--- config.mk ---
export PLATFORM = sky130hd
export DESIGN_NAME = ttl_keyed_cache_directory_flat
export DESIGN_NICKNAME = d
export VERILOG_FILES = /design/src/tkcd_pkg.sv /design/src/tkcd_req_if.sv /design/src/tkcd_rsp_if.sv /design/src/ttl_keyed_cache_directory.sv /design/src/tkcd_ctrl.sv /design/src/tkcd_dpath.sv /design/src/flat_wrapper.sv
export SDC_FILE = /design/constraint.sdc
export NUM_CORES = 2
export LEC_CHECK = 0
export ABC_AREA = 1
export BUFFER_PORTS_ARGS = -buffer_cell sky130_fd_sc_hd__buf_2
export CAP_MARGIN = 10
export CORE_AREA = 2 2 307 537
export DETAILED_ROUTE_END_ITERATION = 12
export DIE_AREA = 0 0 309 539
export GPL_ROUTABILITY_DRIVEN = 1
export PLACE_DENSITY = 0.65
export SKIP_LAST_GASP = 1
export SYNTH_ARGS = -nofsm -noshare
export SYNTH_HDL_FRONTEND = slang
export SYNTH_HIERARCHICAL = 1
export SYNTH_SLANG_ARGS = --single-unit
--- constraint.sdc ---
create_clock -name clock -period 7.6 [get_ports clock]
set_clock_uncertainty 0.05 [all_clocks]
set_input_delay 1.14 -clock clock [delete_from_list [all_inputs] [get_ports clock]]
set_output_delay 1.14 -clock clock [all_outputs]
set_load 0.005 [all_outputs]
--- src/tkcd_pkg.sv ---
`timescale 1ns / 1ps

package tkcd_pkg;

   localparam int OID_W  = 32;
   localparam int VLIM_W = 10;
   localparam int LIFE_W = 16;
   localparam int SLOT_W = 5;
   localparam int LIVE_W = 6;

   localparam logic [LIFE_W-1:0] LIFETIME_RESET = 16'd180;
   localparam logic [LIVE_W-1:0] LIVE_MAX       = 6'd63;

   localparam logic ACT_LOOKUP    = 1'b0;
   localparam logic ACT_FRAME_END = 1'b1;

   typedef struct packed {
      logic              valid;
      logic [LIFE_W-1:0] lifetime;
      logic [VLIM_W-1:0] vlim;
      logic [OID_W-1:0]  oid;
   } entry_type;

   typedef struct packed {
      logic accept;
      logic clear_wr;
      logic scan_rd;
      logic finish;
   } cmd_type;

   typedef struct packed {
      logic idx_last;
   } sts_type;

endpackage

--- src/tkcd_req_if.sv ---
`timescale 1ns / 1ps

interface tkcd_req_if import tkcd_pkg::*; ();
   logic              valid;
   logic              ready;
   logic              action;
   logic [OID_W-1:0]  object_id;
   logic [VLIM_W-1:0] batch_vertex_limit;

   modport source (output valid, action, object_id, batch_vertex_limit, input ready);
   modport sink   (input valid, action, object_id, batch_vertex_limit, output ready);
endinterface

--- src/tkcd_rsp_if.sv ---
`timescale 1ns / 1ps

interface tkcd_rsp_if import tkcd_pkg::*; ();
   logic              valid;
   logic              ready;
   logic              hit;
   logic [SLOT_W-1:0] slot;
   logic              table_full;
   logic [LIVE_W-1:0] live_entries;

   modport source (output valid, hit, slot, table_full, live_entries, input ready);
   modport sink   (input valid, hit, slot, table_full, live_entries, output ready);
endinterface

--- src/ttl_keyed_cache_directory.sv ---
`timescale 1ns / 1ps

// Fully associative directory of ENTRIES slots keyed by {object_id, batch_vertex_limit},
// each with a frame-count lifetime. A lookup beat refreshes a matching slot, else inserts
// into the lowest free slot or, with none free, flags the table full; a frame-end beat
// ages every slot and drops expired ones. Every beat returns one response beat. The
// slot memory has one read port and is walked one slot per cycle: a beat is taken, then
// each slot is read (registered) and compared, then the response is finished once the
// output register is free or being read. After reset the memory is cleared one slot per
// cycle with req_if.ready low; csr writes are taken at any time. A finished response
// waits in an output register, so the next request beat is taken while it is pending.
module ttl_keyed_cache_directory import tkcd_pkg::*; #(
   parameter int ENTRIES = 32
) (
   input  logic              clock,
   input  logic              reset,
   tkcd_req_if.sink          req_if,
   tkcd_rsp_if.source        rsp_if,
   input  logic              csr_we,
   input  logic [LIFE_W-1:0] csr_wdata
);

   cmd_type cmd;
   sts_type sts;

   tkcd_ctrl u_ctrl (
      .clock     (clock),
      .reset     (reset),
      .req_valid (req_if.valid),
      .req_ready (req_if.ready),
      .rsp_valid (rsp_if.valid),
      .rsp_ready (rsp_if.ready),
      .cmd       (cmd),
      .sts       (sts)
   );

   tkcd_dpath #(
      .ENTRIES (ENTRIES)
   ) u_dpath (
      .clock                  (clock),
      .reset                  (reset),
      .cmd                    (cmd),
      .sts                    (sts),
      .req_action             (req_if.action),
      .req_object_id          (req_if.object_id),
      .req_batch_vertex_limit (req_if.batch_vertex_limit),
      .csr_we                 (csr_we),
      .csr_wdata              (csr_wdata),
      .rsp_hit                (rsp_if.hit),
      .rsp_slot               (rsp_if.slot),
      .rsp_table_full         (rsp_if.table_full),
      .rsp_live_entries       (rsp_if.live_entries)
   );

endmodule

--- src/tkcd_ctrl.sv ---
`timescale 1ns / 1ps

module tkcd_ctrl import tkcd_pkg::*; (
   input  logic    clock,
   input  logic    reset,
   input  logic    req_valid,
   output logic    req_ready,
   output logic    rsp_valid,
   input  logic    rsp_ready,
   output cmd_type cmd,
   input  sts_type sts
);

   typedef enum logic [4:0] {
      ST_CLEAR  = 5'b00001,
      ST_IDLE   = 5'b00010,
      ST_SCAN   = 5'b00100,
      ST_FLUSH  = 5'b01000,
      ST_FINISH = 5'b10000
   } state_type;

   state_type state_ff, state_in;
   logic      rsp_valid_ff, rsp_valid_in;

   always_comb begin
      state_in     = state_ff;
      cmd          = '0;
      req_ready    = 1'b0;
      case (state_ff)
         ST_CLEAR: begin
            cmd.clear_wr = 1'b1;
            if (sts.idx_last) begin
               state_in = ST_IDLE;
            end
         end
         ST_IDLE: begin
            req_ready = 1'b1;
            if (req_valid) begin
               cmd.accept = 1'b1;
               state_in   = ST_SCAN;
            end
         end
         ST_SCAN: begin
            cmd.scan_rd = 1'b1;
            if (sts.idx_last) begin
               state_in = ST_FLUSH;
            end
         end
         ST_FLUSH: begin
            state_in = ST_FINISH;
         end
         ST_FINISH: begin
            if (!rsp_valid_ff || rsp_ready) begin
               cmd.finish = 1'b1;
               state_in   = ST_IDLE;
            end
         end
         default: begin
            state_in = ST_CLEAR;
         end
      endcase
   end

   always_comb begin
      if (cmd.finish) begin
         rsp_valid_in = 1'b1;
      end else if (rsp_ready) begin
         rsp_valid_in = 1'b0;
      end else begin
         rsp_valid_in = rsp_valid_ff;
      end
   end

   assign rsp_valid = rsp_valid_ff;

   always_ff @(posedge clock) begin
      if (reset) begin
         state_ff     <= ST_CLEAR;
         rsp_valid_ff <= 1'b0;
      end else begin
         state_ff     <= state_in;
         rsp_valid_ff <= rsp_valid_in;
      end
   end

endmodule

--- src/tkcd_dpath.sv ---
`timescale 1ns / 1ps

module tkcd_dpath import tkcd_pkg::*; #(
   parameter int ENTRIES = 32
) (
   input  logic              clock,
   input  logic              reset,
   input  cmd_type           cmd,
   output sts_type           sts,
   input  logic              req_action,
   input  logic [OID_W-1:0]  req_object_id,
   input  logic [VLIM_W-1:0] req_batch_vertex_limit,
   input  logic              csr_we,
   input  logic [LIFE_W-1:0] csr_wdata,
   output logic              rsp_hit,
   output logic [SLOT_W-1:0] rsp_slot,
   output logic              rsp_table_full,
   output logic [LIVE_W-1:0] rsp_live_entries
);

   localparam int IDX_W = $clog2(ENTRIES);
   localparam int CNT_W = $clog2(ENTRIES + 1);
   localparam logic [IDX_W-1:0] IDX_LAST = IDX_W'(ENTRIES - 1);

   entry_type mem [ENTRIES];
   entry_type rd_data_ff;

   logic              wr_en;
   logic [IDX_W-1:0]  wr_addr;
   entry_type         wr_data;

   logic [LIFE_W-1:0] lifetime_ff;
   logic [IDX_W-1:0]  rd_idx_ff, rd_idx_in;
   logic              cmp_valid_ff;
   logic [IDX_W-1:0]  cmp_idx_ff;
   logic              action_ff;
   logic [OID_W-1:0]  oid_ff;
   logic [VLIM_W-1:0] vlim_ff;
   logic              found_ff, found_in;
   logic [IDX_W-1:0]  match_idx_ff, match_idx_in;
   logic              free_ff, free_in;
   logic [IDX_W-1:0]  free_idx_ff, free_idx_in;
   logic [CNT_W-1:0]  live_ff, live_in;

   logic              key_eq;
   logic [LIFE_W-1:0] aged_life;
   logic              aged_valid;
   logic              insert;
   logic              hit_in;
   logic [SLOT_W-1:0] slot_in;
   logic              full_in;
   logic [LIVE_W-1:0] live_out_in;

   assign sts.idx_last = (rd_idx_ff == IDX_LAST);

   always_comb begin
      if (cmd.clear_wr || cmd.scan_rd) begin
         rd_idx_in = sts.idx_last ? '0 : rd_idx_ff + 1'b1;
      end else if (cmd.accept) begin
         rd_idx_in = '0;
      end else begin
         rd_idx_in = rd_idx_ff;
      end
   end

   assign key_eq     = (rd_data_ff.oid == oid_ff) && (rd_data_ff.vlim == vlim_ff);
   assign aged_life  = (rd_data_ff.lifetime != '0) ? rd_data_ff.lifetime - 1'b1 : '0;
   assign aged_valid = rd_data_ff.valid && (aged_life != '0);
   assign insert     = (action_ff == ACT_LOOKUP) && !found_ff && free_ff;

   always_comb begin
      found_in     = found_ff;
      match_idx_in = match_idx_ff;
      free_in      = free_ff;
      free_idx_in  = free_idx_ff;
      live_in      = live_ff;
      if (cmd.accept) begin
         found_in = 1'b0;
         free_in  = 1'b0;
      end else if (cmp_valid_ff) begin
         if (action_ff == ACT_FRAME_END) begin
            if (rd_data_ff.valid && !aged_valid) begin
               live_in = live_ff - 1'b1;
            end
         end else if (rd_data_ff.valid) begin
            if (!found_ff && key_eq) begin
               found_in     = 1'b1;
               match_idx_in = cmp_idx_ff;
            end
         end else if (!free_ff) begin
            free_in     = 1'b1;
            free_idx_in = cmp_idx_ff;
         end
      end else if (cmd.finish && insert) begin
         live_in = live_ff + 1'b1;
      end
   end

   // one write port: clearing pass, aging write-back, or final hit/insert update
   always_comb begin
      wr_en   = 1'b0;
      wr_addr = rd_idx_ff;
      wr_data = '0;
      if (cmd.clear_wr) begin
         wr_en = 1'b1;
      end else if (cmp_valid_ff && action_ff == ACT_FRAME_END) begin
         wr_en            = 1'b1;
         wr_addr          = cmp_idx_ff;
         wr_data          = rd_data_ff;
         wr_data.lifetime = aged_life;
         wr_data.valid    = aged_valid;
      end else if (cmd.finish && action_ff == ACT_LOOKUP && (found_ff || free_ff)) begin
         wr_en            = 1'b1;
         wr_addr          = found_ff ? match_idx_ff : free_idx_ff;
         wr_data.valid    = 1'b1;
         wr_data.lifetime = lifetime_ff;
         wr_data.vlim     = vlim_ff;
         wr_data.oid      = oid_ff;
      end
   end

   always_comb begin
      hit_in  = 1'b0;
      slot_in = '0;
      full_in = 1'b0;
      if (action_ff == ACT_LOOKUP) begin
         if (found_ff) begin
            hit_in  = 1'b1;
            slot_in = SLOT_W'(match_idx_ff);
         end else if (free_ff) begin
            slot_in = SLOT_W'(free_idx_ff);
         end else begin
            full_in = 1'b1;
         end
      end
      if (32'(live_in) > 32'(LIVE_MAX)) begin
         live_out_in = LIVE_MAX;
      end else begin
         live_out_in = LIVE_W'(live_in);
      end
   end

   always_ff @(posedge clock) begin
      if (wr_en) begin
         mem[wr_addr] <= wr_data;
      end
      if (cmd.scan_rd) begin
         rd_data_ff <= mem[rd_idx_ff];
      end
   end

   always_ff @(posedge clock) begin
      if (reset) begin
         lifetime_ff  <= LIFETIME_RESET;
         rd_idx_ff    <= '0;
         cmp_valid_ff <= 1'b0;
         live_ff      <= '0;
      end else begin
         if (csr_we) begin
            lifetime_ff <= csr_wdata;
         end
         rd_idx_ff    <= rd_idx_in;
         cmp_valid_ff <= cmd.scan_rd;
         live_ff      <= live_in;
      end
   end

   always_ff @(posedge clock) begin
      cmp_idx_ff   <= rd_idx_ff;
      found_ff     <= found_in;
      match_idx_ff <= match_idx_in;
      free_ff      <= free_in;
      free_idx_ff  <= free_idx_in;
      if (cmd.accept) begin
         action_ff <= req_action;
         oid_ff    <= req_object_id;
         vlim_ff   <= req_batch_vertex_limit;
      end
      if (cmd.finish) begin
         rsp_hit          <= hit_in;
         rsp_slot         <= slot_in;
         rsp_table_full   <= full_in;
         rsp_live_entries <= live_out_in;
      end
   end

endmodule

--- src/flat_wrapper.sv ---
// flat-port wrapper written by rule: the top's interface ports become plain ports
module ttl_keyed_cache_directory_flat import tkcd_pkg::*;
#(
   parameter int ENTRIES = 32
)
  (clock, reset, csr_we, csr_wdata, req_if_valid, req_if_action, req_if_object_id, req_if_batch_vertex_limit, req_if_ready, rsp_if_valid, rsp_if_hit, rsp_if_slot, rsp_if_table_full, rsp_if_live_entries, rsp_if_ready);
  tkcd_req_if req_if_i ();
  tkcd_rsp_if rsp_if_i ();
  input  logic clock;
  input  logic reset;
  input  logic csr_we;
  input  logic [LIFE_W-1:0] csr_wdata;
  input wire logic [$bits(req_if_i.valid)-1:0] req_if_valid;
  input wire logic [$bits(req_if_i.action)-1:0] req_if_action;
  input wire logic [$bits(req_if_i.object_id)-1:0] req_if_object_id;
  input wire logic [$bits(req_if_i.batch_vertex_limit)-1:0] req_if_batch_vertex_limit;
  output wire logic [$bits(req_if_i.ready)-1:0] req_if_ready;
  output wire logic [$bits(rsp_if_i.valid)-1:0] rsp_if_valid;
  output wire logic [$bits(rsp_if_i.hit)-1:0] rsp_if_hit;
  output wire logic [$bits(rsp_if_i.slot)-1:0] rsp_if_slot;
  output wire logic [$bits(rsp_if_i.table_full)-1:0] rsp_if_table_full;
  output wire logic [$bits(rsp_if_i.live_entries)-1:0] rsp_if_live_entries;
  input wire logic [$bits(rsp_if_i.ready)-1:0] rsp_if_ready;
  assign req_if_i.valid = req_if_valid;
  assign req_if_i.action = req_if_action;
  assign req_if_i.object_id = req_if_object_id;
  assign req_if_i.batch_vertex_limit = req_if_batch_vertex_limit;
  assign req_if_ready = req_if_i.ready;
  assign rsp_if_valid = rsp_if_i.valid;
  assign rsp_if_hit = rsp_if_i.hit;
  assign rsp_if_slot = rsp_if_i.slot;
  assign rsp_if_table_full = rsp_if_i.table_full;
  assign rsp_if_live_entries = rsp_if_i.live_entries;
  assign rsp_if_i.ready = rsp_if_ready;
  ttl_keyed_cache_directory #(.ENTRIES(ENTRIES)) u_core (.clock(clock), .reset(reset), .req_if(req_if_i), .rsp_if(rsp_if_i), .csr_we(csr_we), .csr_wdata(csr_wdata));
endmodule
==> metrics.cfg <==
[outcome]
status=finished clean

[logic_synthesis]
synth_top_area_share_pct=75.0
synth-edff-count=2013
syn_area_per_cell_um2=13.5
ys_seq_area_share_pct=76.0
yosysWarnings=6
synthCells=5978
synth_area_leaders=edfxtp_1 75%, o21ai_0 5.8%, nor2_1 5.5%
syn_area_um2=80600
synth_nets=6048
ys_ff_latch=2054
yosysUniqueCellTypes=40
yosysTopAreaCell=edfxtp_1
async_flop_share_pct=0
synth-main-ff-cell=edfxtp_1

[die]
die_area_um2=167000
num_rows=196
die-width_um=309
core-area_um2=162000
start_util_pct=49.6
die_h_um=539
boundaryPins=79

[power_and_ir_drop]
powerDensity_nw_per_um2=325
intPower_mw=19.7
swShare_pct=32.3
leakagePower_nw=25.6
switchingPower_mw=9.42
p_seq_share_pct=45.1
peakVddDrop_mv=0.271
p_clk_share_pct=31.1
power_mw=29.2
comb_power_share_pct=23.8

[min_path]
min_from=u_core/u_dpath/cmp_idx_ff[2]$_DFF_P_
holdPathStages=0
hold_class=register to register
min_to=u_core/u_dpath/free_idx_ff[2]$_DFFE_PP_

[worst_setup_path]
crit_fanout=20
timing.rr.end=u_core/u_dpath/mem[9][8]$_DFFE_PP_
critPathLaunchType=register
worstPathRequired_ns=8.02
crit-reg2reg-launch=u_core/u_ctrl/state_ff[1]$_SDFFE_PP0P_
end_kind=register
ff2ff_path_depth=15
cp.arrival_ns=5.19
path_class=register to register
rrSetupSlack_ns=2.82

[layout]
area_growth_pct=11.4
layout-drive-gt1-share_pct=9.99
num-fill-cells=12946
instances_no_fill=8280
fin_nets=6027

[placement]
portBuffers=78
dp_hpwl_um=126000
place_ws_ns=2.13
dp_cells=7945
place.gp.congestion=0.869

[clocking]
clockBufferDepth=4
clock_sinks=2054
cts_tree=done
clkTransAtPathRegs_ns=0.06
clock_latency_ns=0.82
cts_root_buffer=clkbuf_16
cts_resized=0
h-tree-depth=4
cts.hold.buffers_added=0
cts_made_buffers=183
post_cts_buffers=0

[run]
drv_cap=0

[sta]
hold_viol_final=0
setup_viol=0
tightest_slew_ns=1.30
min_period_over_period_pct=62.8
setup_ws_ns=2.82
final_max_slew_viol_count=0
setup_tns_ns=0
max_clock_freq_ghz=0.209
fin_crit_ns=4.78
rsz0062_at_grt=no
slew-limit-headroom_pct=13.1

[drt]
drt-total-wl_um=233000
post-route-drc-count=0
via_per_inst=6.34
drt-initial-drc-count=6804
antenna_left=0
wl_per_cell_um=28.1
drtPass1Iterations=8
via_count=52512

[global_route]
antenna_found_initial=5
grt_usage_pct=27.5
grt_overflow=0
grt_pass1_wl_um=337000
grt_pass1_vias=51328
grt_start_max_net_pins=214

Yosys cell counts (9+ instances only):
cell type,n
edfxtp_1,2013
nor2_1,1171
o21ai_0,937
clkbuf_1,354
o221ai_1,353
nand2_1,238
nand3_1,175
o22ai_1,127
o21ai_1,107
inv_1,82
a21oi_1,76
a31oi_1,59
buf_2,58
a32oi_1,53
dfxtp_1,41
buf_1,19
nand4_1,19
inv_2,13
xor2_1,13
nor2_2,10
xnor2_1,9
worst max-delay path, cell delays in order (launching register included):
cell     delay [ns]
dfxtp_1        0.34
nor2_2         0.17
nand3_2        0.13
nor2_1         0.12
buf_4          0.22
inv_1          0.12
nor2_4         0.49
inv_2          0.06
nand2_1        0.10
nand2_1        0.14
inv_2          0.13
o21ai_1        0.12
inv_2          0.09
nand3_1        0.61
nor2_4         1.03
buf_4          0.49
kinds of logic after synthesis:
family / Yosys count / synth area share (%)
flops: 2054 / 76.0
simple gates: 1644 / 8.15
compound gates: 1722 / 12.9
buf+inv: 530 / 2.58
fa+ha+maj: 6 / 0.0931
xor+xnor: 22 / 0.239
metrics by stage:
stage / hold WS (ns) / utilization, % / area (µm²)
floorplan: 0.279 / - / 80600
global placement: 0.402 / 51.7 / 84000
detailed placement: 0.385 / 51.7 / 84000
CTS: 0.400 / 55.3 / 89700
global route: 0.416 / 55.3 / 89800
finish: 0.404 / 55.3 / 89800
layout make-up:
type	count	area (µm²)	area share [%]
flip-flops and latches	2054	61300	68.2
multi-input cells	3394	17800	19.8
clock buffers	224	4840	5.39
well taps	2178	2730	3.03
repair buffers	229	1870	2.08
clock inverters	103	902	1.00
inverters	95	395	0.440
diodes	3	7.51	0.00836
state kept, by name, indices dropped and copies added (netlist names), 6 cells and up:
signal                           flops
u_core/u_dpath/oid_ff               32
u_core/u_dpath/rsp_live_entries      6
u_core/u_dpath/lifetime_ff          16
u_core/u_dpath/live_ff               6
u_core/u_dpath/vlim_ff              10
u_core/u_dpath/mem                1888
u_core/u_dpath/rd_data_ff           59
metal layers:
layer | part of all wire (%) | wire, µm | vias up | track usage (%)
met5 | 0.0047 | 11 | - | 0
met4 | 5.0 | 11600 | 2 | 12.7
met3 | 8.3 | 19400 | 581 | 3.72
met2 | 50 | 116000 | 2791 | 46.9
met1 | 37 | 85400 | 26538 | 34.7
li1 | - | - | 22600 | -
placed cells by master (no fill, tap or decap), types with 4 or more instances in the layout:
cell and n:
nor3_1 5, nor2_4 36, nand4_1 19, a31oi_1 59
inv_2 10, a21oi_2 36, clkinvlp_4 5, clkinv_1 46
inv_1 77, edfxtp_1 2013, nand2_1 238, o22ai_1 127
nor4_1 7, xnor2_1 9, dfxtp_1 36, a32oi_1 53
a21oi_1 26, dfxtp_4 5, buf_2 78, o21ai_1 107
a21oi_4 14, xor2_1 13, bufinv_16 15, o221ai_1 353
buf_4 121, buf_12 25, ha_1 6, clkbuf_16 187
clkinv_2 32, inv_8 4, nand2_2 5, clkbuf_1 35
o21ai_0 937, nor2_2 10, nand3_1 175, buf_8 4
nor2_1 1139
worst max path at each step:
stage                                                      start                                   to  slack, ns  cells past startpoint
after detailed placement                            rsp_if_ready  u_core/u_dpath/mem[9][39]$_DFFE_PP_       2.13                     16
after floorplan                                     rsp_if_ready   u_core/u_dpath/mem[0][0]$_DFFE_PP_       2.04                     13
final                     u_core/u_ctrl/state_ff[1]$_SDFFE_PP0P_   u_core/u_dpath/mem[9][8]$_DFFE_PP_       2.82                     15
after global routing      u_core/u_ctrl/state_ff[1]$_SDFFE_PP0P_  u_core/u_dpath/mem[9][11]$_DFFE_PP_       2.62                     15
after global placement                              rsp_if_ready   u_core/u_dpath/mem[9][8]$_DFFE_PP_       2.17                     16
after CTS                 u_core/u_ctrl/state_ff[1]$_SDFFE_PP0P_  u_core/u_dpath/mem[9][11]$_DFFE_PP_       2.82                     15
power groups by stage:
stage	registers, mW	logic (mW)	clock network (mW)
2_1_floorplan	13.3	4.47	0
3_3_place_gp	13.4	6.68	0
3_5_place_dp	13.4	6.86	0
4_1_cts	13.1	6.88	9.16
5_1_grt	13.2	7.49	9.56
6_report	13.1	6.95	9.07
Note: power is estimated with default switching activity, not from simulation.
